File: src/rtl/led_pattern_flasher_unit_defines.svh
// assertion macros shared by the led pattern flasher rtl
`ifndef LED_PATTERN_FLASHER_UNIT_DEFINES_SVH
`define LED_PATTERN_FLASHER_UNIT_DEFINES_SVH

// same-cycle implication, disabled while in reset
`define LPF_ASSERT_IMPL(label, clk, rst_n, ante, cons) \
  label: assert property (@(posedge clk) disable iff (!rst_n) (ante) |-> (cons)) \
    else $error("lpf assertion failed");

// next-cycle implication, disabled while in reset
`define LPF_ASSERT_NEXT(label, clk, rst_n, ante, cons) \
  label: assert property (@(posedge clk) disable iff (!rst_n) (ante) |=> (cons)) \
    else $error("lpf assertion failed");

`endif

File: src/rtl/lpf_pkg.sv
// types and constants of the led pattern flasher
`default_nettype none

package lpf_pkg;

  localparam logic [7:0] ManualPeriod = 8'd250;
  localparam logic [7:0] ManualHigh   = 8'd230;
  localparam logic [7:0] ManualLow    = 8'd10;
  localparam logic [7:0] BeepPattern  = 8'h55;
  localparam logic [7:0] BeepPeriod   = 8'd25;
  localparam logic [7:0] CursorTop    = 8'h80;

  // bit positions in mode_flags
  localparam int unsigned FlagTestOn  = 0;
  localparam int unsigned FlagTestOff = 1;
  localparam int unsigned FlagBeep0   = 2;
  localparam int unsigned FlagInvert0 = 4;
  localparam int unsigned FlagOnboard = 6;

  typedef enum logic [2:0] {
    CFG_MODE_FLAGS,
    CFG_DEBUG_MASK,
    CFG_PERIOD_0,
    CFG_PATTERN_0,
    CFG_PERIOD_1,
    CFG_PATTERN_1
  } cfg_idx_t;

  typedef struct packed {
    logic test_on;
    logic test_off;
    logic beep_sel;
    logic debug_en;
    logic dbg_hit;
    logic onboard_en;
  } lpf_ctrl_t;

endpackage

`default_nettype wire

File: src/rtl/led_pattern_flasher_unit.sv
// top level of the led pattern flasher: config registers, input and result registers
`default_nettype none
`include "led_pattern_flasher_unit_defines.svh"

// Two-channel LED flasher. Each accepted request is one update tick and
// produces exactly one result with both pin levels (after the invert bits)
// and the onboard LED copies. A request is captured in an input register;
// the per-channel source selection and flasher counter update are one short
// combinational stage from there into the result register and the channel
// state, so a request can be accepted every cycle while in_stall is low.
// Its result is loaded into the result register when that register can
// advance. While a finished result waits under out_stall the input
// register can take one more request; after that in_stall rises until the
// result is taken. Configuration writes are always ready and take effect
// on the next tick; they should only be made while no request is in flight.
module led_pattern_flasher_unit (
  input  logic       clk,
  input  logic       rst_n,
  input  logic       in_valid,
  output logic       in_stall,
  input  logic       in_beep_active,
  input  logic [7:0] in_debug_bits_0,
  input  logic [7:0] in_debug_bits_1,
  input  logic [7:0] in_manual_level_0,
  input  logic [7:0] in_manual_level_1,
  output logic       out_valid,
  input  logic       out_stall,
  output logic       out_pin_0,
  output logic       out_pin_1,
  output logic       out_red_led,
  output logic       out_green_led,
  input  logic       cfg_valid,
  output logic       cfg_ready,
  input  logic [2:0] cfg_index,
  input  logic [7:0] cfg_data
);
  import lpf_pkg::*;

  logic [6:0] mode_r;
  logic [7:0] dbg_mask_r;
  logic [7:0] period0_r, period1_r;
  logic [7:0] pattern0_r, pattern1_r;

  logic       s1_valid_r;
  logic       s1_beep_r;
  logic [7:0] s1_dbg0_r, s1_dbg1_r;
  logic [7:0] s1_man0_r, s1_man1_r;

  logic out_valid_r;
  logic pin0_r, pin1_r, red_r, green_r;

  logic out_adv;
  logic s1_adv;
  logic in_acc;

  lpf_ctrl_t ctrl0, ctrl1;
  logic lvl0_nxt, lvl1_nxt, onb0_nxt, onb1_nxt;

  assign out_adv   = !out_valid_r || !out_stall;
  assign s1_adv    = s1_valid_r && out_adv;
  assign in_stall  = s1_valid_r && !out_adv;
  assign in_acc    = in_valid && !in_stall;
  assign cfg_ready = 1'b1;

  assign out_valid     = out_valid_r;
  assign out_pin_0     = pin0_r;
  assign out_pin_1     = pin1_r;
  assign out_red_led   = red_r;
  assign out_green_led = green_r;

  always_comb begin
    ctrl0.test_on    = mode_r[FlagTestOn];
    ctrl0.test_off   = mode_r[FlagTestOff];
    ctrl0.beep_sel   = mode_r[FlagBeep0] && s1_beep_r;
    ctrl0.debug_en   = |dbg_mask_r;
    ctrl0.dbg_hit    = |(s1_dbg0_r & dbg_mask_r);
    ctrl0.onboard_en = mode_r[FlagOnboard];

    ctrl1.test_on    = mode_r[FlagTestOn];
    ctrl1.test_off   = mode_r[FlagTestOff];
    ctrl1.beep_sel   = mode_r[FlagBeep0 + 1] && s1_beep_r;
    ctrl1.debug_en   = |dbg_mask_r;
    ctrl1.dbg_hit    = |(s1_dbg1_r & dbg_mask_r);
    ctrl1.onboard_en = mode_r[FlagOnboard];
  end

  lpf_channel u_ch0 (
    .clk         (clk),
    .rst_n       (rst_n),
    .upd         (s1_adv),
    .ctrl        (ctrl0),
    .period      (period0_r),
    .pattern     (pattern0_r),
    .manual      (s1_man0_r),
    .level_nxt   (lvl0_nxt),
    .onboard_nxt (onb0_nxt)
  );

  lpf_channel u_ch1 (
    .clk         (clk),
    .rst_n       (rst_n),
    .upd         (s1_adv),
    .ctrl        (ctrl1),
    .period      (period1_r),
    .pattern     (pattern1_r),
    .manual      (s1_man1_r),
    .level_nxt   (lvl1_nxt),
    .onboard_nxt (onb1_nxt)
  );

  // configuration registers
  always_ff @(posedge clk) begin
    if (!rst_n) begin
      mode_r     <= 7'd0;
      dbg_mask_r <= 8'd0;
      period0_r  <= 8'd0;
      pattern0_r <= 8'd0;
      period1_r  <= 8'd0;
      pattern1_r <= 8'd0;
    end else if (cfg_valid && cfg_ready) begin
      unique case (cfg_index)
        CFG_MODE_FLAGS: mode_r     <= cfg_data[6:0];
        CFG_DEBUG_MASK: dbg_mask_r <= cfg_data;
        CFG_PERIOD_0:   period0_r  <= cfg_data;
        CFG_PATTERN_0:  pattern0_r <= cfg_data;
        CFG_PERIOD_1:   period1_r  <= cfg_data;
        CFG_PATTERN_1:  pattern1_r <= cfg_data;
        default: ;
      endcase
    end
  end

  // input register
  always_ff @(posedge clk) begin
    if (!rst_n) begin
      s1_valid_r <= 1'b0;
    end else if (in_acc) begin
      s1_valid_r <= 1'b1;
    end else if (s1_adv) begin
      s1_valid_r <= 1'b0;
    end
  end

  always_ff @(posedge clk) begin
    if (in_acc) begin
      s1_beep_r <= in_beep_active;
      s1_dbg0_r <= in_debug_bits_0;
      s1_dbg1_r <= in_debug_bits_1;
      s1_man0_r <= in_manual_level_0;
      s1_man1_r <= in_manual_level_1;
    end
  end

  // result register
  always_ff @(posedge clk) begin
    if (!rst_n) begin
      out_valid_r <= 1'b0;
    end else begin
      out_valid_r <= s1_adv || (out_valid_r && out_stall);
    end
  end

  always_ff @(posedge clk) begin
    if (s1_adv) begin
      pin0_r  <= lvl0_nxt ^ mode_r[FlagInvert0];
      pin1_r  <= lvl1_nxt ^ mode_r[FlagInvert0 + 1];
      red_r   <= onb0_nxt;
      green_r <= onb1_nxt;
    end
  end

  `LPF_ASSERT_NEXT(a_out_fill, clk, rst_n, s1_adv, out_valid_r)
  `LPF_ASSERT_IMPL(a_in_free, clk, rst_n, !s1_valid_r, !in_stall)

endmodule

`default_nettype wire

File: src/rtl/lpf_channel.sv
// one led channel: source selection, flasher counter, cursor and stored levels
`default_nettype none
`include "led_pattern_flasher_unit_defines.svh"

module lpf_channel (
  input  logic              clk,
  input  logic              rst_n,
  input  logic              upd,
  input  lpf_pkg::lpf_ctrl_t ctrl,
  input  logic [7:0]        period,
  input  logic [7:0]        pattern,
  input  logic [7:0]        manual,
  output logic              level_nxt,
  output logic              onboard_nxt
);
  import lpf_pkg::*;

  logic [7:0] count_r, count_nxt;
  logic [7:0] cursor_r, cursor_nxt;
  logic       level_r;
  logic       onboard_r;

  logic [7:0] period_eff;
  logic [7:0] pattern_eff;
  logic [7:0] manual_eff;
  logic [7:0] cursor_step;
  logic       manual_mode;
  logic       wr;
  logic       wr_val;

  always_comb begin
    // the beep source runs the same flasher with fixed settings
    period_eff  = ctrl.beep_sel ? BeepPeriod  : period;
    pattern_eff = ctrl.beep_sel ? BeepPattern : pattern;
    manual_eff  = ctrl.beep_sel ? BeepPeriod  : manual;
    manual_mode = period_eff > ManualPeriod;
    cursor_step = (cursor_r == 8'd1) ? CursorTop : (cursor_r >> 1);

    count_nxt  = count_r;
    cursor_nxt = cursor_r;
    wr         = 1'b0;
    wr_val     = 1'b0;

    priority if (ctrl.test_on) begin
      wr     = 1'b1;
      wr_val = 1'b1;
    end else if (ctrl.test_off) begin
      wr     = 1'b1;
      wr_val = 1'b0;
    end else if (!ctrl.beep_sel && ctrl.debug_en) begin
      wr     = 1'b1;
      wr_val = ctrl.dbg_hit;
    end else if (manual_mode && (manual_eff > ManualHigh)) begin
      wr     = 1'b1;
      wr_val = 1'b1;
    end else if (manual_mode && (manual_eff < ManualLow)) begin
      wr     = 1'b1;
      wr_val = 1'b0;
    end else if (count_r != 8'd0) begin
      count_nxt = count_r - 8'd1;
    end else begin
      // expiry: reload, step the cursor and show the pattern bit
      count_nxt  = period_eff - 8'd1;
      cursor_nxt = cursor_step;
      wr         = 1'b1;
      wr_val     = |(cursor_step & pattern_eff);
    end

    level_nxt   = wr ? wr_val : level_r;
    onboard_nxt = (wr && ctrl.onboard_en) ? wr_val : onboard_r;
  end

  always_ff @(posedge clk) begin
    if (!rst_n) begin
      count_r   <= 8'd0;
      cursor_r  <= CursorTop;
      level_r   <= 1'b0;
      onboard_r <= 1'b0;
    end else if (upd) begin
      count_r   <= count_nxt;
      cursor_r  <= cursor_nxt;
      level_r   <= level_nxt;
      onboard_r <= onboard_nxt;
    end
  end

  `LPF_ASSERT_IMPL(a_cursor_onehot, clk, rst_n, 1'b1, $onehot(cursor_r))
  `LPF_ASSERT_NEXT(a_hold_idle, clk, rst_n, !upd, $stable(level_r) && $stable(onboard_r) && $stable(cursor_r) && $stable(count_r))

endmodule

`default_nettype wire

File: config.mk
export PLATFORM = sky130hd
export DESIGN_NAME = led_pattern_flasher_unit
export DESIGN_NICKNAME = d
export VERILOG_FILES = /design/src/rtl/lpf_pkg.sv /design/src/rtl/led_pattern_flasher_unit.sv /design/src/rtl/lpf_channel.sv
export VERILOG_INCLUDE_DIRS = /design/src /design/src/rtl
export SDC_FILE = /design/constraint.sdc
export NUM_CORES = 1
export LEC_CHECK = 0
export BUFFER_PORTS_ARGS = -buffer_cell sky130_fd_sc_hd__buf_2
export CAP_MARGIN = 20
export CORE_UTILIZATION = 44
export CTS_CLUSTER_DIAMETER = 100
export CTS_CLUSTER_SIZE = 14
export DETAILED_ROUTE_END_ITERATION = 12
export PLACE_DENSITY = 0.73
export SKIP_LAST_GASP = 1
export SYNTH_ARGS = -nofsm -noshare
export SYNTH_HDL_FRONTEND = slang
export SYNTH_SLANG_ARGS = --single-unit
File: constraint.sdc
create_clock -name clk -period 3.4 [get_ports clk]
set_input_delay 0.17 -clock clk [delete_from_list [all_inputs] [get_ports clk]]
set_output_delay 0.17 -clock clk [all_outputs]
set_load 0.02 [all_outputs]
* Yosys cells after proc, flatten, opt, wreduce, memory -nomap -nowiden
Cells that the tools add are included.
** Word-level totals
- Register bits after elaboration :: 122
- Output and inout port bits :: 7
- Logic and storage cells :: 139
** Operators by class
- Add/sub/neg operators :: 4
- Magnitude comparators :: 6
- Equal/unequal tests :: 7
- Muxes and demuxes :: 40
- Bitwise operators :: 16
- Reduce and logical (&&, ||, !) cells :: 41
** Operators with widths (count)
- $mux W8 :: 10
- $reduce_or A8 Y1 :: 5
- $and A8 B8 Y8 :: 4
- $gt A8 B8 Y1 const B :: 4
- $sub A8 B1 Y8 const B :: 4
- $mux W1 :: 30
- $eq A8 B1 Y1 const B :: 2
- $lt A8 B4 Y1 const B :: 2
- $reduce_bool A8 Y1 :: 2
- $logic_and A1 B1 Y1 :: 14
- $reduce_and A7 Y1 :: 2
- $reduce_and A2 Y1 :: 6
- $reduce_and A6 Y1 :: 2
- $not A1 Y1 :: 10
- $eq A3 B2 Y1 const B :: 2
- $eq A3 B3 Y1 const B :: 2
- $logic_not A1 Y1 :: 6
- $eq A3 B1 Y1 const B :: 1
- $logic_not A3 Y1 :: 1
- $logic_or A1 B1 Y1 :: 2
- $reduce_bool A2 Y1 :: 1
- $xor A1 B1 Y1 :: 2

* Longest topological paths before layout
Gate-level depths: netlist of the first run.
- Depth after elaboration :: 12
- Gate-level depth with buffers :: 11
- Depth with buffers taken out :: 10

* Cells and area by module
From an unflattened synthesis of the first run, not the netlist that was laid out.
** Second synthesis, totals
- Cell total of the unflattened synthesis :: 571
- Area, all modules :: 5735.5 um^2
** Modules (own cells, without submodules)
- led_pattern_flasher_unit :: times used 1, cells an instance 231, area an instance 3059.2 um^2
- lpf_channel (u_ch1) :: times used 1, cells an instance 174, area an instance 1360.1 um^2
- lpf_channel (u_ch0) :: times used 1, cells an instance 166, area an instance 1316.3 um^2

* Worst setup path after synthesis of the first run
OpenSTA, ideal clock, no wires.
- Path type :: reg-to-reg
- Start :: reg out_valid_r, in the netlist out_valid
- End :: reg s1_beep_r (enable)
- Library setup time :: 0.427 ns
- Arrival time :: 2.193 ns
- Required time :: 2.973 ns
- Setup slack :: 0.780 ns
- Cell stages (with the launch flop) :: 3
- Path buffers :: 0
- Period minus slack after synthesis :: 2.620 ns
- Cells stage by stage :: dfxtp_1 -> and3_1 -> nor2b_1
** On the way
- Cells in the longest elaborated chain, start to end :: 6
** RTL lines
- start, declared :: line led_pattern_flasher_unit.sv:49 : logic out_valid_r;
- start signal, assigned :: line led_pattern_flasher_unit.sv:159 : out_valid_r <= s1_adv || (out_valid_r && out_stall);
- $logic_not A1 Y1 :: line led_pattern_flasher_unit.sv:59 : assign out_adv = !out_valid_r || !out_stall;
- $logic_or A1 B1 Y1 :: line led_pattern_flasher_unit.sv:59
- $logic_not A1 Y1 :: line led_pattern_flasher_unit.sv:61 : assign in_stall = s1_valid_r && !out_adv;
- $logic_and A1 B1 Y1 :: line led_pattern_flasher_unit.sv:61
- net in_stall :: line led_pattern_flasher_unit.sv:20 : output logic in_stall,
- $logic_not A1 Y1 :: line led_pattern_flasher_unit.sv:62 : assign in_acc = in_valid && !in_stall;
- $logic_and A1 B1 Y1 :: line led_pattern_flasher_unit.sv:62
- net in_acc :: line led_pattern_flasher_unit.sv:54 : logic in_acc;
- end signal, assigned :: line led_pattern_flasher_unit.sv:146 : s1_beep_r <= in_beep_active;
- end, declared :: line led_pattern_flasher_unit.sv:45 : logic s1_beep_r;
The timed path passes the listed nets, and every way through them passes these cells.
A chain may end at the register's enable or synchronous reset.

* Worst setup path in the final report of the first run
- Start :: reg dbg_mask_r[4]
- End :: reg u_ch0.count_r[3]
** On the way
- Cells in the longest elaborated chain, start to end :: 4
** RTL lines
- start, declared :: line led_pattern_flasher_unit.sv:40 : logic [7:0] dbg_mask_r;
- start signal, assigned :: line led_pattern_flasher_unit.sv:123 : CFG_DEBUG_MASK: dbg_mask_r <= cfg_data;
- $reduce_or A8 Y1 :: line led_pattern_flasher_unit.sv:75 : ctrl0.debug_en = |dbg_mask_r;
- $logic_and A1 B1 Y1 :: line lpf_channel.sv:50 : end else if (!ctrl.beep_sel && ctrl.debug_en) begin
- $not A1 Y1 (no line)
- $reduce_and A6 Y1 (no line)
- end signal, assigned :: line lpf_channel.sv:80 : count_r <= count_nxt;
- end, declared :: line lpf_channel.sv:18 : logic [7:0] count_r, count_nxt;
No other way between the ends.

==> results.json, run 1 <==
{
  "htreeDepth": 4,
  "min_from": "out_stall",
  "grt_pass1_vias": 4617,
  "irDropWorstVdd_mv": 0.370,
  "slew_viol_final": 0,
  "die_w_um": 115,
  "crit_arrival_ps": 2980,
  "cts_resized": 0,
  "fin_skew_ps": 5.15,
  "clock_path_buffers": 2,
  "pin_count": 56,
  "n_fill_cell": 1071,
  "total_power_mw": 4.03,
  "r2r_start": "dbg_mask_r[4]",
  "worstSetupStartpoint": "dbg_mask_r[4]",
  "drt_iter0_drc": 385,
  "rows": 40,
  "dp_slack_ps": 884,
  "cpMaxStageDelayCell": "nor4_1",
  "hpwl_um": 9350,
  "gp_congestion": 0.828,
  "start_util_pct": 45.7,
  "pwr-share-clk_pct": 46.2,
  "hold_path_class": "primary input to register",
  "remaining_drc_errors": 0,
  "final_cell_count_no_fill": 843,
  "routed_via_density": 5.69,
  "gr-max-usage-layer": "met2",
  "syn-cell-area_um2": 5580,
  "drive_gt1_share_pct": 16.0,
  "die_height_um": 115,
  "post_cts_buffers": 0,
  "ys_types": 75,
  "p_comb_share_pct": 13.4,
  "syn_area_per_cell_um2": 9.75,
  "route.detailed.wl_per_inst_um": 16.6,
  "syn_inst": 573,
  "use_met2_pct": 37.7,
  "core_um2": 12200,
  "reg2reg_slack_ps": 760,
  "cts_buffers": 17,
  "critPathKind": "register to register",
  "grt_max_degree": 58,
  "ctsHoldBuffers": 34,
  "startpoint_type": "register",
  "power_frac_seq_pct": 40.4,
  "p_sw_share_pct": 24.5,
  "worstReg2RegEnd": "u_ch0.count_r[3]",
  "clk-insertion-delay-late_ps": 410,
  "area_growth_pct": 24.5,
  "grtUsageMet1_pct": 28.5,
  "synth_edf_count": 37,
  "antenna_found_initial": 0,
  "clk_pin_slew_worst_paths_ps": 50,
  "worstMarginPinSlew_ps": 933,
  "grt_usage_pct": 22.6,
  "maxCapViolations": 0,
  "power.density_nw_per_um2": 580,
  "use_met3_pct": 4.55,
  "crit_chain": "nor4_1 -> a21oi_1 -> a21oi_1 -> nand3_2 -> or4_1 -> a21boi_1",
  "crit_required_ps": 3740,
  "final_area_um2": 6950,
  "drt-total-wl_um": 14000,
  "most-common-layout-cells": "nand2_1, dfxtp_1, buf_2",
  "cp-end-kind": "register",
  "cts_tree": "done",
  "grt_setup_unrepaired": "no",
  "layout_min_cycle_time_ps": 2640,
  "diodes": 0,
  "reg2reg_depth": 6,
  "overflow": 0,
  "hold_violations": 0,
  "dieArea_um2": 13100,
  "path_max_fanout": 8,
  "cts_root_buf": "clkbuf_16",
  "cpPeakStageDelay_ps": 610,
  "ant_nets": 0,
  "grt_first_pass_wirelength_um": 22600,
  "finalSetupTns_ps": 0,
  "max_freq_mhz": 378,
  "fin_ws_ps": 755,
  "finalCritPeriodShare_pct": 77.8,
  "whs_ps": 61.9,
  "port_buffers": 54,
  "setup_violations": 0,
  "synthFlopType": "dfxtp_1",
  "synth-warning-count": 0,
  "synthesis.nets": 624,
  "ys_seq_elements": 122,
  "p_int_mw": 3.04,
  "cts.sink_count": 122,
  "maxSlewHeadroom_pct": 37.8,
  "nNetsFinal": 713,
  "hold_depth": 3,
  "status": "finished clean",
  "ys_seq_area_share_pct": 50.4,
  "final_common_cell": "nand2_1",
  "p_sw_uw": 989,
  "async_reset_ff_share_pct": 0,
  "leakagePower_nw": 2.62,
  "fin_util_pct": 56.9,
  "dp_cells": 777,
  "timing.critical_path.mode_cell": "a21oi_1",
  "vias": 4800,
  "place_area_um2": 5990,
  "min_to": "out_valid",
  "dr.pass1.iters": 5
}
[sequential cells by signal (all words and copies together) (netlist names), 7 cells and up]
name	flops
s1_man0_r	8
period1_r	8
u_ch1.cursor_r	8
pattern1_r	8
dbg_mask_r	8
u_ch0.cursor_r	8
u_ch0.count_r	8
s1_dbg1_r	8
s1_dbg0_r	8
mode_r	7
s1_man1_r	8
u_ch1.count_r	8
pattern0_r	8
period0_r	8
[how the worst max path moves through the flow]
stage,end
2_1_floorplan,s1_beep_r
3_5_place_dp,u_ch0.count_r[4]
3_3_place_gp,u_ch0.count_r[3]
6_report,u_ch0.count_r[3]
4_1_cts,u_ch0.count_r[4]
5_1_grt,u_ch0.count_r[3]
[cells by family (layout without fill, tap and decap cells)]
family	after synthesis	in the layout	share of synthesized area, %
AOI/OAI and AO/OA	172	172	22.3
xor gates and xnor gates	1	1	0.157
adders and majority gates	2	2	0.448
buffers and inverters	30	132	2.42
DFF	122	122	50.4
muxes	19	19	3.41
other	1	1	0.0672
and+or+nand+nor	226	226	20.8
[synth_stat cells (3+ instances only)]
cell type,instances,area share (%)
dfxtp_1,85,30
o31ai_1,4,0.54
nor2_1,19,1.3
a41oi_1,3,0.47
nor3_1,3,0.27
or3_1,3,0.34
nand2b_1,4,0.45
nand4_1,4,0.45
and2_1,5,0.56
inv_1,8,0.54
o21ai_0,18,1.6
mux2i_1,19,3.4
o21a_1,3,0.40
nor4_1,8,0.90
a21boi_0,47,6.3
or4_1,3,0.40
clkbuf_1,16,1.1
a311oi_1,5,0.78
o21ai_1,12,1.1
nand3_1,10,0.90
edfxtp_1,37,20
a21o_1,4,0.54
a21boi_1,9,1.2
o211ai_1,8,1.1
nor2b_1,18,2.0
a21oi_1,18,1.6
a211oi_1,5,0.67
a22oi_1,5,0.67
a31oi_1,7,0.78
and3_1,8,0.90
nand2_1,118,7.9
buf_2,3,0.27
[routing by layer]
metal,up-vias,part of all wire (%)
li1,2298,-
met1,2307,44
met2,177,49
met3,18,5.9
met4,0,1.6
met5,-,0
[critical path, delay by kind of cell, from the launching register on]
kind             cells  cell delay, ps
flip-flops           1             350
AND/OR/NAND/NOR      3            1400
AO/OA/AOI/OAI        3             830
[power by group through the flow]
stage / clock network, mW / registers [mW] / logic (mW)
floorplan: 0 / 1.64 / 0.368
global placement: 0 / 1.65 / 0.486
detailed placement: 0 / 1.66 / 0.503
CTS: 1.88 / 1.63 / 0.535
global route: 1.96 / 1.63 / 0.597
finish: 1.86 / 1.63 / 0.542
[final cells by class]
| type | count | area, µm² | share of cell area (%) |
|---|---|---|---|
| Inverter | 8 | 30.0 | 0.432 |
| Clock buffer | 19 | 443 | 6.37 |
| Clock inverter | 13 | 175 | 2.52 |
| Timing Repair Buffer | 92 | 641 | 9.22 |
| Multi-Input combinational cell | 421 | 2640 | 38.0 |
| Sequential cell | 122 | 2810 | 40.5 |
| Tap cell | 168 | 210 | 3.02 |
Power figures use the tool's default switching activity.
==> run 2: changes to the inputs <==
ABC_AREA = 1   (was default)
clock period = 2.6 ns   (was 3.4 ns; I/O delays follow)
==> results.json, run 2 <==
{
  "cts_root_buf": "clkbuf_16",
  "hold_path_class": "primary input to register",
  "hpwl_um": 8420,
  "cts_buffers": 17,
  "cpMaxStageDelayCell": "edfxtp_1",
  "finalCritPeriodShare_pct": 84.1,
  "cp-end-kind": "register",
  "drt-total-wl_um": 12600,
  "r2r_start": "s1_beep_r",
  "routed_via_density": 4.88,
  "power.density_nw_per_um2": 782,
  "crit_arrival_ps": 2340,
  "grt_usage_pct": 21.2,
  "max_freq_mhz": 458,
  "synthMostInstantiatedCell": "nor2_1",
  "syn_area_per_cell_um2": 7.62,
  "synthFlopType": "dfxtp_1",
  "htreeDepth": 4,
  "gp_congestion": 0.831,
  "ys_types": 37,
  "grt_max_degree": 34,
  "grt_first_pass_wirelength_um": 21100,
  "min_from": "in_valid",
  "dr.pass1.iters": 5,
  "final_area_um2": 6890,
  "power_frac_seq_pct": 39.9,
  "final_common_cell": "nor2_1",
  "clk-insertion-delay-late_ps": 410,
  "place_area_um2": 5940,
  "layout_min_cycle_time_ps": 2190,
  "crit_required_ps": 2760,
  "grt_pass1_vias": 4529,
  "ctsHoldBuffers": 33,
  "synth-warning-count": 0,
  "synth_top_cells_by_count": "nor2_1, nand2_1, dfxtp_1, inv_1, o21ai_0",
  "p_sw_mw": 1.33,
  "synthesis.nets": 775,
  "cts_tree": "done",
  "irDropWorstVdd_mv": 0.572,
  "worstSetupStartpoint": "s1_beep_r",
  "antenna_found_initial": 0,
  "synth_top_area_share_pct": 30.8,
  "maxSlewHeadroom_pct": 63.5,
  "ant_nets": 0,
  "clock_path_buffers": 2,
  "grt_setup_unrepaired": "no",
  "cts_resized": 0,
  "leakagePower_nw": 3.10,
  "syn-cell-area_um2": 5520,
  "yosys.area.top_type": "dfxtp_1",
  "hold_violations": 0,
  "setup_violations": 0,
  "start_util_pct": 45.5,
  "rows": 40,
  "ys_top_cells_by_area": "dfxtp_1, edfxtp_1, nor2_1, nand2_1, o21ai_0",
  "ys_seq_elements": 122,
  "route.detailed.wl_per_inst_um": 12.6,
  "most-common-layout-cells": "nor2_1, nand2_1, dfxtp_1",
  "fin_ws_ps": 415,
  "drt_iter0_drc": 245,
  "clk_pin_slew_worst_paths_ps": 50,
  "maxCapViolations": 0,
  "p_comb_share_pct": 14.0,
  "slew_viol_final": 0,
  "finalSetupTns_ps": 0,
  "async_reset_ff_share_pct": 0,
  "pwr-share-clk_pct": 46.1,
  "p_int_mw": 4.05,
  "diodes": 0,
  "die_height_um": 114,
  "p_sw_share_pct": 24.8,
  "overflow": 0,
  "vias": 4876,
  "worstMarginPinSlew_ps": 547,
  "path_max_fanout": 15,
  "nNetsFinal": 869,
  "remaining_drc_errors": 0,
  "dp_slack_ps": 419,
  "cpPeakStageDelay_ps": 410,
  "pin_count": 56,
  "status": "finished clean",
  "crit_chain": "nand2_2 -> inv_1 -> nor2_1 -> nand2_1 -> nor2_1 -> nor2_1 -> nand2_1 -> nand2_1 -> nand2_1 -> nand3_1 -> xor2_1",
  "core_um2": 12100,
  "port_buffers": 54,
  "critPathKind": "register to register",
  "ys_seq_area_share_pct": 51.0,
  "syn_inst": 724,
  "fin_util_pct": 56.8,
  "drive_gt1_share_pct": 13.1,
  "dieArea_um2": 13000,
  "die_w_um": 114,
  "area_growth_pct": 24.8,
  "post_cts_buffers": 0,
  "fin_skew_ps": 6.68,
  "cts.sink_count": 122,
  "synth_edf_count": 37,
  "timing.critical_path.mode_cell": "nand2_1",
  "startpoint_type": "register"
}
-- run 2: cell count changes after synthesis, moves of 9 or more --
cell / previous run / this run
a21boi_1: 9 / 0
a21boi_0: 47 / 0
nand3_1: 10 / 35
nor2_1: 19 / 143
a21oi_1: 18 / 49
nand2_1: 118 / 135
inv_1: 8 / 81
nor2b_1: 18 / 0
o21ai_0: 18 / 74
mux2i_1: 19 / 0
-- run 2: worst paths after layout --
path / end / slack (ps) / cells past startpoint
max: out_pin_0 / 410 / 11
max reg2reg: out_pin_0 / 410 / 11
min reg2reg: u_ch0.cursor_r[0] / 440 / 2
min: s1_valid_r / 8 / 3
-- run 2: kinds of logic (layout without fill, tap and decap cells) --
| family | count (synthesis) | after routing | share of synthesized area (%) |
|---|---|---|---|
| AND/OR/NAND/NOR | 348 | 348 | 26.8 |
| adder cells (fa/ha/maj) | 2 | 2 | 0.454 |
| other | 1 | 1 | 0.0680 |
| XOR/XNOR | 3 | 3 | 0.476 |
| AO/OA/AOI/OAI | 141 | 141 | 13.3 |
| buffers and inverters | 107 | 214 | 7.92 |
| flip-flops | 122 | 122 | 51.0 |
-- run 2: routing by layer --
| layer | track usage (%) | vias to the layer above | part of all wire [%] |
|---|---|---|---|
| li1 | - | 2540 | - |
| met1 | 26.9 | 2212 | 47 |
| met2 | 33.8 | 107 | 47 |
| met3 | 6.32 | 17 | 4.8 |
| met4 | 8.31 | 0 | 1.6 |
| met5 | 0 | - | 0 |
-- run 2: worst max-delay path, delay by kind of cell, from the launching register on --
family / cells / cell delay (ps)
xor gates and xnor gates: 1 / 170
buffers and inverters: 1 / 230
and+or+nand+nor: 9 / 1110
DFF: 1 / 410
-- run 2: area by class of cell --
type | count | area [µm²]
Fill cell | 1124 | 5230
Sequential cell | 122 | 2810
Multi-Input combinational cell | 495 | 2270
Timing Repair Buffer | 92 | 638
Clock buffer | 21 | 440
Inverter | 90 | 338
Tap cell | 168 | 210
Clock inverter | 11 | 179
-- run 2: metrics by stage --
stage          instances  power, mW  hold slack [ps]
2_1_floorplan        724       2.71              229
3_3_place_gp         934       2.89              306
3_5_place_dp         934       2.89              308
4_1_cts              999       5.41             2.74
5_1_grt              999       5.63             16.3
6_report             999       5.39             7.99
-- run 2: power groups by stage --
stage               clock network, mW  registers (mW)  logic [mW]
global placement                    0            2.19       0.699
global route                     2.61            2.16       0.854
detailed placement                  0            2.19       0.705
finish                           2.48            2.15       0.754
CTS                              2.51            2.15       0.749
floorplan                           0            2.18       0.528
